### src/b64e_pkg.sv
// Shared types, character codes and the alphabet lookup for the Base64 stream encoder.
// No dependencies.
package b64e_pkg;

    localparam logic [7:0] CHAR_CR  = 8'd13;
    localparam logic [7:0] CHAR_LF  = 8'd10;
    localparam logic [7:0] CHAR_PAD = 8'd61;

    localparam logic [5:0] GPL_RESET = 6'd19;

    // One three-byte group handed from the front to the back.
    typedef struct packed {
        logic [23:0] word;    // zero-padded group, first byte in the top
        logic [1:0]  nbytes;  // real bytes in the group, 1..3
        logic        crlf;    // line break goes ahead of the group
        logic        last;    // group closes the message
    } b64e_group_t;

    function automatic logic [7:0] b64_char(input logic [5:0] v);
        logic [7:0] c;
        c = {2'b00, v};
        if (v < 6'd26)
            return c + 8'd65;
        else if (v < 6'd52)
            return c + 8'd71;   // 'a' - 26
        else if (v < 6'd62)
            return c - 8'd4;    // '0' - 52
        else if (v == 6'd62)
            return 8'd43;       // '+'
        else
            return 8'd47;       // '/'
    endfunction

endpackage

### src/b64e_front.sv
// Input side: gathers bytes into groups and decides where line breaks fall.
// Depends on b64e_pkg.
module b64e_front
    import b64e_pkg::*;
(
    input  logic        clk,
    input  logic        rst_n,
    input  logic        in_valid,
    output logic        in_ready,
    input  logic [7:0]  data_byte,
    input  logic        final_byte,
    input  logic [5:0]  groups_per_line,
    input  logic        q_full,
    output logic        q_push,
    output b64e_group_t q_data
);

    logic [15:0] held_reg, held_next;
    logic [1:0]  nheld_reg, nheld_next;
    logic [5:0]  gil_reg, gil_next;
    logic        sent_reg, sent_next;

    logic [1:0]  nbytes;
    logic        take;
    logic        completes;
    logic        brk;
    logic [5:0]  gil_base;

    assign in_ready  = !q_full;
    assign take      = in_valid && in_ready;
    assign nbytes    = nheld_reg + 2'd1;
    assign completes = (nbytes == 2'd3) || final_byte;
    assign brk       = (groups_per_line != 6'd0) && sent_reg && (gil_reg >= groups_per_line);
    assign gil_base  = brk ? 6'd0 : gil_reg;
    assign q_push    = take && completes;

    always_comb
    begin
        case (nbytes)
            2'd1:    q_data.word = {data_byte, 16'h0000};
            2'd2:    q_data.word = {held_reg[7:0], data_byte, 8'h00};
            default: q_data.word = {held_reg, data_byte};
        endcase
        q_data.nbytes = nbytes;
        q_data.crlf   = brk;
        q_data.last   = final_byte;
    end

    always_comb
    begin
        held_next  = held_reg;
        nheld_next = nheld_reg;
        gil_next   = gil_reg;
        sent_next  = sent_reg;
        if (take)
        begin
            if (!completes)
            begin
                held_next  = {held_reg[7:0], data_byte};
                nheld_next = nbytes;
            end
            else if (final_byte)
            begin
                held_next  = 16'h0000;
                nheld_next = 2'd0;
                gil_next   = 6'd0;
                sent_next  = 1'b0;
            end
            else
            begin
                held_next  = 16'h0000;
                nheld_next = 2'd0;
                sent_next  = 1'b1;
                gil_next   = (groups_per_line != 6'd0) ? gil_base + 6'd1 : 6'd0;
            end
        end
    end

    always_ff @(posedge clk or negedge rst_n)
    begin
        if (!rst_n)
        begin
            held_reg  <= 16'h0000;
            nheld_reg <= 2'd0;
            gil_reg   <= 6'd0;
            sent_reg  <= 1'b0;
        end
        else
        begin
            held_reg  <= held_next;
            nheld_reg <= nheld_next;
            gil_reg   <= gil_next;
            sent_reg  <= sent_next;
        end
    end

endmodule

### src/b64e_queue.sv
// Short group queue between the front and the back.
// Depends on b64e_pkg.
module b64e_queue
    import b64e_pkg::*;
#(
    parameter int DEPTH = 4
)
(
    input  logic        clk,
    input  logic        rst_n,
    input  logic        push,
    input  b64e_group_t push_data,
    output logic        full,
    input  logic        pop,
    output logic        valid,
    output b64e_group_t head
);

    localparam int PTR_W = (DEPTH > 1) ? $clog2(DEPTH) : 1;
    localparam int CNT_W = $clog2(DEPTH + 1);

    b64e_group_t        mem_reg [DEPTH];
    logic [PTR_W-1:0]   wr_ptr_reg, wr_ptr_next;
    logic [PTR_W-1:0]   rd_ptr_reg, rd_ptr_next;
    logic [CNT_W-1:0]   count_reg, count_next;

    assign full  = (count_reg == CNT_W'(DEPTH));
    assign valid = (count_reg != '0);
    assign head  = mem_reg[rd_ptr_reg];

    always_comb
    begin
        wr_ptr_next = wr_ptr_reg;
        rd_ptr_next = rd_ptr_reg;
        count_next  = count_reg;
        if (push)
            wr_ptr_next = (wr_ptr_reg == PTR_W'(DEPTH - 1)) ? '0 : wr_ptr_reg + 1'b1;
        if (pop)
            rd_ptr_next = (rd_ptr_reg == PTR_W'(DEPTH - 1)) ? '0 : rd_ptr_reg + 1'b1;
        if (push && !pop)
            count_next = count_reg + 1'b1;
        else if (pop && !push)
            count_next = count_reg - 1'b1;
    end

    always_ff @(posedge clk)
    begin
        if (push)
            mem_reg[wr_ptr_reg] <= push_data;
    end

    always_ff @(posedge clk or negedge rst_n)
    begin
        if (!rst_n)
        begin
            wr_ptr_reg <= '0;
            rd_ptr_reg <= '0;
            count_reg  <= '0;
        end
        else
        begin
            wr_ptr_reg <= wr_ptr_next;
            rd_ptr_reg <= rd_ptr_next;
            count_reg  <= count_next;
        end
    end

endmodule

### src/b64e_back.sv
// Output side: per group, CR LF on a break, four characters; one per cycle if ready.
// Depends on b64e_pkg.
module b64e_back
    import b64e_pkg::*;
(
    input  logic        clk,
    input  logic        rst_n,
    input  logic        q_valid,
    input  b64e_group_t q_head,
    output logic        q_pop,
    output logic        out_valid,
    input  logic        out_ready,
    output logic [7:0]  out_char,
    output logic        out_last
);

    typedef enum logic [5:0] {
        STEP_CR  = 6'b000001,
        STEP_LF  = 6'b000010,
        STEP_CH0 = 6'b000100,
        STEP_CH1 = 6'b001000,
        STEP_CH2 = 6'b010000,
        STEP_CH3 = 6'b100000
    } step_t;

    b64e_group_t grp_reg, grp_next;
    logic        busy_reg, busy_next;
    step_t       step_reg, step_next;
    logic        ov_reg, ov_next;
    logic [7:0]  char_reg, char_next;
    logic        last_reg, last_next;

    logic        emit;
    logic        end_step;
    step_t       step_succ;
    logic [1:0]  idx;
    logic [5:0]  sextet;
    logic [7:0]  ch;

    assign emit     = busy_reg && (!ov_reg || out_ready);
    assign end_step = (step_reg == STEP_CH3);
    assign q_pop    = q_valid && (!busy_reg || (emit && end_step));

    always_comb
    begin
        case (step_reg)
            STEP_CR:  step_succ = STEP_LF;
            STEP_LF:  step_succ = STEP_CH0;
            STEP_CH0: step_succ = STEP_CH1;
            STEP_CH1: step_succ = STEP_CH2;
            default:  step_succ = STEP_CH3;
        endcase
        case (step_reg)
            STEP_CH1: idx = 2'd1;
            STEP_CH2: idx = 2'd2;
            STEP_CH3: idx = 2'd3;
            default:  idx = 2'd0;
        endcase
        case (idx)
            2'd0:    sextet = grp_reg.word[23:18];
            2'd1:    sextet = grp_reg.word[17:12];
            2'd2:    sextet = grp_reg.word[11:6];
            default: sextet = grp_reg.word[5:0];
        endcase
        case (step_reg)
            STEP_CR: ch = CHAR_CR;
            STEP_LF: ch = CHAR_LF;
            default: ch = (idx > grp_reg.nbytes) ? CHAR_PAD : b64_char(sextet);
        endcase
    end

    always_comb
    begin
        grp_next  = grp_reg;
        busy_next = busy_reg;
        step_next = step_reg;
        ov_next   = ov_reg;
        char_next = char_reg;
        last_next = last_reg;

        if (emit)
        begin
            ov_next   = 1'b1;
            char_next = ch;
            last_next = grp_reg.last && end_step;
        end
        else if (out_ready)
        begin
            ov_next = 1'b0;
        end

        if (q_pop)
        begin
            grp_next  = q_head;
            busy_next = 1'b1;
            step_next = q_head.crlf ? STEP_CR : STEP_CH0;
        end
        else if (emit && end_step)
        begin
            busy_next = 1'b0;
        end
        else if (emit)
        begin
            step_next = step_succ;
        end
    end

    always_ff @(posedge clk)
    begin
        grp_reg  <= grp_next;
        char_reg <= char_next;
        last_reg <= last_next;
    end

    always_ff @(posedge clk or negedge rst_n)
    begin
        if (!rst_n)
        begin
            busy_reg <= 1'b0;
            step_reg <= STEP_CR;
            ov_reg   <= 1'b0;
        end
        else
        begin
            busy_reg <= busy_next;
            step_reg <= step_next;
            ov_reg   <= ov_next;
        end
    end

    assign out_valid = ov_reg;
    assign out_char  = char_reg;
    assign out_last  = last_reg;

endmodule

### src/base64_stream_encoder.sv
// Base64 stream encoder with MIME line wrapping: one input byte per request, one output
// character per request. Bytes are taken one per cycle while the group queue has room;
// the output side sends one character per cycle while out_ready allows, so sustained
// throughput is set by the output channel: four characters per three bytes, plus CR LF
// at each line break. Groups pass the queue and a group register; output is registered.
// groups_per_line (reset 19, 0 = no breaks) is written through cfg_wr_en/cfg_wr_data.
// Depends on b64e_pkg, b64e_front, b64e_queue, b64e_back.
module base64_stream_encoder
    import b64e_pkg::*;
#(
    parameter int QUEUE_DEPTH = 4
)
(
    input  logic       clk,
    input  logic       rst_n,
    input  logic       cfg_wr_en,
    input  logic [5:0] cfg_wr_data,
    input  logic       in_valid,
    output logic       in_ready,
    input  logic [7:0] data_byte,
    input  logic       final_byte,
    output logic       out_valid,
    input  logic       out_ready,
    output logic [7:0] out_char,
    output logic       out_last
);

    logic [5:0]  gpl_reg;
    logic        q_push;
    logic        q_full;
    logic        q_pop;
    logic        q_valid;
    b64e_group_t q_in;
    b64e_group_t q_head;

    always_ff @(posedge clk or negedge rst_n)
    begin
        if (!rst_n)
            gpl_reg <= GPL_RESET;
        else if (cfg_wr_en)
            gpl_reg <= cfg_wr_data;
    end

    b64e_front u_front
    (
        .clk             (clk),
        .rst_n           (rst_n),
        .in_valid        (in_valid),
        .in_ready        (in_ready),
        .data_byte       (data_byte),
        .final_byte      (final_byte),
        .groups_per_line (gpl_reg),
        .q_full          (q_full),
        .q_push          (q_push),
        .q_data          (q_in)
    );

    b64e_queue #(.DEPTH(QUEUE_DEPTH)) u_queue
    (
        .clk       (clk),
        .rst_n     (rst_n),
        .push      (q_push),
        .push_data (q_in),
        .full      (q_full),
        .pop       (q_pop),
        .valid     (q_valid),
        .head      (q_head)
    );

    b64e_back u_back
    (
        .clk       (clk),
        .rst_n     (rst_n),
        .q_valid   (q_valid),
        .q_head    (q_head),
        .q_pop     (q_pop),
        .out_valid (out_valid),
        .out_ready (out_ready),
        .out_char  (out_char),
        .out_last  (out_last)
    );

endmodule
### config.mk
export PLATFORM = sky130hd
export DESIGN_NAME = base64_stream_encoder
export DESIGN_NICKNAME = d
export VERILOG_FILES = /design/src/b64e_pkg.sv /design/src/b64e_front.sv /design/src/b64e_queue.sv /design/src/b64e_back.sv /design/src/base64_stream_encoder.sv
export SDC_FILE = /design/constraint.sdc
export NUM_CORES = 1
export LEC_CHECK = 0
export ABC_AREA = 0
export BUFFER_PORTS_ARGS = -buffer_cell sky130_fd_sc_hd__buf_2
export CAP_MARGIN = 20
export CORE_UTILIZATION = 40
export CTS_BUF_LIST = sky130_fd_sc_hd__clkbuf_8
export CTS_CLUSTER_DIAMETER = 50
export DETAILED_ROUTE_END_ITERATION = 7
export GPL_TIMING_DRIVEN = 0
export HOLD_SLACK_MARGIN = 0.1
export PLACE_DENSITY = 0.58
export SYNTH_ARGS = -nofsm -noshare
export SYNTH_HDL_FRONTEND = slang
export SYNTH_SLANG_ARGS = --single-unit
### constraint.sdc
create_clock -name clk -period 4.3 [get_ports clk]
set_input_delay 0.215 -clock clk [delete_from_list [all_inputs] [get_ports clk]]
set_output_delay 0.215 -clock clk [all_outputs]
set_load 0.03 [all_outputs]
==> After elaboration in Yosys (flattened, before gate mapping) <==
Memories as Yosys holds them, arrays and structs flattened.
Index checks and enable logic that the tools add are counted.
{ "classes": {"addsub": 9, "mul": 0, "div": 0, "magnitude_cmp": 5, "n_eq_ne": 16, "shift": 0, "mux": 30, "n_bitwise": 0, "n_reduce_logical": 27} }
{ "op_table": {"columns": ["operator", "n"], "rows": [
  ["$pmux W24 S2", 1],
  ["$mux W6", 6],
  ["$mux W8", 4],
  ["$pmux W6 S4", 1],
  ["$pmux W6 S3", 1],
  ["$add A6 B7 Y8 const B", 2],
  ["$mux W16", 1],
  ["$pmux W8 S2", 1],
  ["$eq A6 B6 Y1 const B", 2],
  ["$lt A6 B6 Y1 const B", 2],
  ["$mux W3", 4],
  ["$eq A2 B2 Y1 const B", 5],
  ["$logic_and A1 B1 Y1", 10],
  ["$reduce_bool A2 Y1", 4],
  ["$mux W1", 7],
  ["$sub A6 B3 Y7 const B", 1],
  ["$add A2 B1 Y2 const B", 3],
  ["$add A6 B1 Y6 const B", 1],
  ["$eq A6 B1 Y1 const B", 1],
  ["$eq A6 B2 Y1 const B", 1],
  ["$eq A6 B3 Y1 const B", 1],
  ["$eq A6 B4 Y1 const B", 1],
  ["$eq A6 B5 Y1 const B", 1],
  ["$ge A6 B6 Y1", 1],
  ["other kinds (15)", 25]
]} }
{ "totals": {"ff_bits": 82, "latchBits": 0, "mem_bits_rw": 112, "mem_bits_ro": 0, "input_bits": 20, "n_memories": 1} }
{ "mem_list": {"columns": ["memory", "depth", "width", "read_ports", "rd_clocked_by_memory_dff", "write_ports", "line_no", "source"], "rows": [
  ["u_queue.mem_reg", 4, 28, 1, 0, 1, "b64e_queue.sv:22", "b64e_group_t mem_reg [DEPTH];"]
]} }

==> Longest topological paths before layout <==
{ "depth": {"depth_word": 11, "depth_mapped": 15, "mapped_depth_nobuf": 15} }

==> Cells and area by module <==
From an unflattened synthesis, not the netlist that was laid out.
{ "hier_totals": {"cells_unflattened": 558, "area_unflattened_um2": 8538.2} }
{ "by_module_without_submodules": {"columns": ["module", "n_inst", "cells_each", "area_per_inst_um2", "seq_area_each_um2"], "rows": [
  ["b64e_queue", 1, 183, 4459.3, 3538.4],
  ["b64e_back", 1, 202, 2280.9, 1282.5],
  ["b64e_front", 1, 160, 1542.7, 625.6],
  ["base64_stream_encoder", 1, 13, 255.2, 153.9]
]} }

==> Worst setup path before layout <==
No wires, ideal clock.
{ "synth_timing": {"path_kind": "flip-flop to flip-flop", "startpoint": "reg u_back.step_reg[1]", "endpoint": "reg u_back.char_reg[3], in the netlist u_back.out_char[3] (data pin)", "setup_time_ns": 0.280, "arrival_ns": 3.016, "required_time_ns": 4.020, "setup_slack_ns": 1.004, "stages_incl_launch_ff": 13, "path_buffers": 1, "synth_period_minus_slack_ns": 3.296, "cell_sequence": "dfrtp_1 -> buf_6 -> nor4_2 -> nand2_1 -> a41oi_1 -> inv_1 -> ha_1 -> a31oi_1 -> o31ai_1 -> a211o_1 -> or2_1 -> o221ai_1 -> nand3_1"} }
{ "synth_via": {"elab_chain_cells": 10, "word_cells_on_any_way": 22, "classes_between": "add/sub (3); order compare (4); eq/ne (7); mux (7); reduce/logical (1)"} }
{ "synth_lines": {"columns": ["element", "line_no", "source"], "rows": [
  ["start: declaration", "b64e_back.sv:28", "step_t step_reg, step_next;"],
  ["start signal: assignment", "b64e_back.sv:126", "step_reg <= step_next;"],
  ["$eq A6 B6 Y1 (tied with other cells)", "b64e_back.sv:53", "case (step_reg)"],
  ["$pmux W2 S3", "b64e_back.sv:53", null],
  ["$eq A2 B2 Y1 (tied with other cells)", "b64e_back.sv:59", "case (idx)"],
  ["$pmux W6 S3", "b64e_back.sv:59", null],
  ["$sub A6 B3 Y7 / $lt A6 B6 Y1 (equally long branches)", "b64e_pkg.sv:27, b64e_pkg.sv:26", null],
  ["$mux W8", "b64e_pkg.sv:26", "else if (v < 6'd62)"],
  ["$mux W8", "b64e_pkg.sv:24", "else if (v < 6'd52)"],
  ["$mux W8", "b64e_pkg.sv:22", "if (v < 6'd26)"],
  ["$mux W8", "b64e_back.sv:68", "default: ch = (idx > grp_reg.nbytes) ? CHAR_PAD : b64_char(sextet);"],
  ["$pmux W8 S2 (*)", "b64e_back.sv:65", "case (step_reg)"],
  ["via u_back.ch[3]", "b64e_back.sv:38", "logic [7:0] ch;"],
  ["end signal: assignment", "b64e_back.sv:111", "char_reg <= char_next;"],
  ["end: declaration", "b64e_back.sv:30", "logic [7:0] char_reg, char_next;"]
]} }
The timed path passes the listed nets; every way through them passes the cells marked *.
A chain may end at the register's enable or synchronous reset.

==> Final worst setup path <==
{ "layout_timing": {"startpoint": "reg u_back.step_reg[0]", "endpoint": "reg u_back.char_reg[3], in the netlist u_back.out_char[3] (data pin)"} }
Same word-level chain as after synthesis.

==> results.md <==
Clock tree:
- The number of buffers inserted by post-CTS setup repair is 0.
- The clock-pin slew on the worst setup and hold paths is 0.10 ns.
- The deepest clock path buffer count is 2.
- The root buffer cell is sky130_fd_sc_hd__clkbuf_8.
- Clock tree synthesis inserted a total of 17 buffers.
- The later pin in the worst-skew pair is clocked with a latency of between 0.4 and 0.5 ns.
- The clock net sink count is 194.
- The CTS tree is yes.
- The total number of H-tree levels is 4.

Synthesis:
- The number of unique standard cell types used by synthesis is 59.
- The fraction of synthesized area in multiplexers is 0.07666.
- The async set or reset register ratio after synthesis is 0.2371.
- The largest family of logic cells by synthesized area is simple AND/OR/NAND/NOR gates.
- The commonest cells after synthesis are sky130_fd_sc_hd__edfxtp_1 (148), sky130_fd_sc_hd__nand2_1 (91), sky130_fd_sc_hd__dfrtp_1 (42).
- The warning count from the yosys run is 0.
- The fraction of post-synthesis cell area in the top cell type by area is 0.5217.
- The fraction of synthesized cell area in xor and xnor cells is 0.01131.
- The leading register cell type out of synthesis is sky130_fd_sc_hd__edfxtp_1.
- The compound-cell area share of the yosys netlist is 0.08445.
- The proportion of synthesized chip area in sequential cells is 0.6574.
- In the post-synthesis netlist, the biggest area contributors are sky130_fd_sc_hd__edfxtp_1 (52%), sky130_fd_sc_hd__dfrtp_1 (12%), sky130_fd_sc_hd__mux4_2 (7.4%).
- Summing every instance area after synthesis gives 8519 um^2.
- In this run, synthesis produced a sequential element count of approximately 190.
- The biggest area consumer among synthesized cells is sky130_fd_sc_hd__edfxtp_1.
- The average size of a mapped cell is roughly 14 um^2.
- The post-synth net total is approximately 660.
- The synthesized instance count is ~600.
- The count of flip-flops with a built-in enable after synthesis is roughly 150.
- The area share of and/or/nand/nor cells after synthesis is 0.1093.
- sky130_fd_sc_hd__edfxtp_1 is the most common cell in the netlist.
- The adder and majority gate portion of the synthesized area is 0.03760.

Critical path:
- In this run the critical register-to-register path is captured at u_back.out_char[3].
- The maximum fanout along the worst path is 10.
- The worst setup path category is flip-flop to flip-flop.
- The setup check on the worst reg-to-reg path leaves a slack of 0.38 ns.
- The signal on the critical path passes through buf_2, nor4_2, nand3_1, a41oi_1, inv_1, ha_1, a31oi_1, o31ai_1, a211o_1, or2_1, o221ai_1, nand3_1.
- The worst setup path is launched from a flip-flop.
- The launch instance of the worst register-to-register path is u_back.step_reg[0].
- The critical path data arrival time is 4.11 ns.
- The required arrival time at the worst endpoint is between 4 and 5 ns.
- STA classifies the critical path endpoint as a flip-flop.
- Counting both buffers and inverters, the worst setup path holds a total of 2.
- The cell with the biggest individual delay on the critical path is sky130_fd_sc_hd__nor4_2.
- The most common cell type on the critical path is sky130_fd_sc_hd__nand3_1.
- The peak per-stage delay on the critical path is about 0.77 ns.
- The top cell family by delay on the critical path is compound AO/OA/AOI/OAI gates.
- The worst register-to-register path has a depth of 12.

Drt:
- The final route contains a little over 5000 vias.
- The length of the first detailed-routing pass in iterations is 4.
- The average vias per placed instance is roughly 5.3.
- The per-cell routed wire length is 17.33 um.
- Once detail routing completed, the nets flagged for antenna violations numbered 0.
- In the routed design, unresolved DRC markers number 0.
- The wire length reported by the detailed router is 16810 um.
- The DRC marker count from the first detailed-route iteration is around 330.

Die:
- The placeable core region is between 20000 and 25000 um^2.
- The die is around 150 um wide.
- In this run the count of I/O pins placed on the die edge is 31.
- The die is approximately 150 um tall.
- The floorplan has 53 rows.
- The initial utilization of the core area, before any placement, comes to 0.4066.
- The die covers approximately 22000 um^2.

Final layout:
- In the final design database the tool counted 727 nets.
- Of the cells placed in the final design, the portion with a size suffix greater than 1 is 0.1626.
- The growth of design area from synthesis to finish is 12.87%.
- The utilization of the core after routing is 0.4589.
- The count of antenna diodes in the layout is 0.
- The total of fill cells in the finished design is 1957.
- The flip-flop count of the largest register, all copies and words added is roughly 110.

Timing:
- The worst path in the final design needs a cycle of between 3 and 4 ns, including I/O delays and setup.
- The final period utilization is 0.9125.
- On the final layout, the worst hold slack is 0.2250 ns.
- The accumulated negative setup slack is 0 ns.
- The maximum operating frequency is about 0.25 GHz.
- Setup violations remaining at the end of the flow were counted as 0.
- At the pin with the least slew margin, the transition time is 0.9330 ns.
- Setup repair after global routing left no endpoint under its margin.
- The final critical-path setup slack is around 0.38 ns.
- The final clock skew is approximately 0.013 ns.
- The count of final hold-check violations is 0.
- The max-slew violation count is 0.
- Measured against its own limit, the worst slew margin works out to 0.3780.

Pwr:
- The leakage dissipation is about 3.5 nW.
- Power spread over the standard cell area amounts to about 710 nW/um^2.
- The design draws just under 0.007 W.
- The worst-case IR drop observed on VDD is approximately 0.00029 V.

Global routing:
- The via count of the first global-routing pass is approximately 5100.
- In the global route stage, overall resource usage came out at 0.1647.
- For this run the aggregate overflow at the end of global routing stands at 0.
- The first global-routing pass estimated roughly 27000 um of wire.
- The initial antenna violation count was 0.
- The maximum number of pins on one net before global-route repair is 47.

Run status:
- The flow ran to the end, and the final reports show no timing, DRC or antenna violations.

Worst hold path:
- The hold path endpoint is gpl_reg[4].
- The class of the tightest hold or removal check is input port to flip-flop.
- In this run the most critical hold path is launched from cfg_wr_en.
- Along the worst hold path, the cell count comes to 4.

Place:
- The count of input and output buffers is 30.
- The post-DP HPWL is approximately 12000 um.
- The last weighted congestion value of the routability-driven placer is approximately 0.9.
- Prior to clock tree synthesis, the placed netlist has a worst setup slack of approximately 0.26 ns.

Job:
- Across the run, the number of max-cap violations was 0.
-- through the flow --
stage,cells,area [um^2]
final,970,9615
after CTS,968,9552
after floorplan,613,8519
after detailed placement,918,9019
after global routing,970,9615
after global placement,918,9014
-- cell usage in the layout, fill, tap and decap left out, types with 6 or more instances in the layout --
cell type                       count
sky130_fd_sc_hd__inv_1             25
sky130_fd_sc_hd__dlygate4sd3_1     18
sky130_fd_sc_hd__a22oi_1            8
sky130_fd_sc_hd__clkbuf_8          18
sky130_fd_sc_hd__xnor2_1            8
sky130_fd_sc_hd__mux4_2            28
sky130_fd_sc_hd__o21ai_0           38
sky130_fd_sc_hd__edfxtp_1         148
sky130_fd_sc_hd__a22o_1             8
sky130_fd_sc_hd__a21oi_1           18
sky130_fd_sc_hd__buf_2             33
sky130_fd_sc_hd__dfrtp_1           42
sky130_fd_sc_hd__and2_1            13
sky130_fd_sc_hd__nor2b_1            6
sky130_fd_sc_hd__nand2b_1           6
sky130_fd_sc_hd__ha_1              24
sky130_fd_sc_hd__nor2_1            19
sky130_fd_sc_hd__nand2_1           91
sky130_fd_sc_hd__clkbuf_1          16
sky130_fd_sc_hd__nor3_1             9
sky130_fd_sc_hd__nand3_1           14
sky130_fd_sc_hd__a21o_1             7
sky130_fd_sc_hd__buf_1              6
-- worst register-to-register path: cells and delay by family (launching register included) --
family	cells	cell delay, ns
fa+ha+maj	1	0.24
flops	1	0.37
buf+inv	2	0.27
simple gates	4	1.35
compound gates	5	1.42
-- where the power goes --
part / total [W] / internal, W / switching, W
combinational: 0.00282 / 0.00107 / 0.00174
clock: 0.00107 / 0.000423 / 0.000648
sequential: 0.00290 / 0.00272 / 0.000186
-- worst max path at each step --
stage / from / end / cells after the start
after floorplan: u_back.step_reg[1] / u_back.out_char[3] / 12
after global placement: u_back.step_reg[3] / u_back.out_char[3] / 12
after detailed placement: u_back.step_reg[3] / u_back.out_char[3] / 12
after CTS: u_back.step_reg[3] / u_back.out_char[3] / 12
after global routing: u_back.step_reg[0] / u_back.out_char[3] / 12
final: u_back.step_reg[0] / u_back.out_char[3] / 12
-- kinds of logic (layout without fill, tap and decap cells) --
kind of cell	after synthesis	in the layout
AO/OA/AOI/OAI	111	111
XOR/XNOR	11	11
adder cells (fa/ha/maj)	25	25
buffers and inverters	50	132
flip-flops	194	194
multiplexers	30	30
AND/OR/NAND/NOR	192	192
-- area by class of cell --
class	count	area (um^2)	area share
multi-input cells	369	2734	0.2843
flip-flops and latches	194	5600	0.5824
well taps	275	344.1	0.03578
plain buffers	26	108.9	0.01132
inverters	24	90.09	0.009369
clock inverters	14	105.1	0.01093
clock buffers	18	247.7	0.02576
repair buffers	50	385.4	0.04008
-- timing repair --
item,4_1_cts,5_1_grt
hold buffers,18,0
setup endpoints to repair,0,1
gates resized for setup,0,1
hold endpoints to repair,62,0
-- layer usage --
layer,vias to the layer above,track usage,part of all wire
met5,-,0,0
met4,0,0.06082,0.020
met3,22,0.03056,0.028
met2,94,0.2814,0.50
met1,2564,0.2090,0.45
li1,2439,-,-
(Power assumes the default switching activity.)
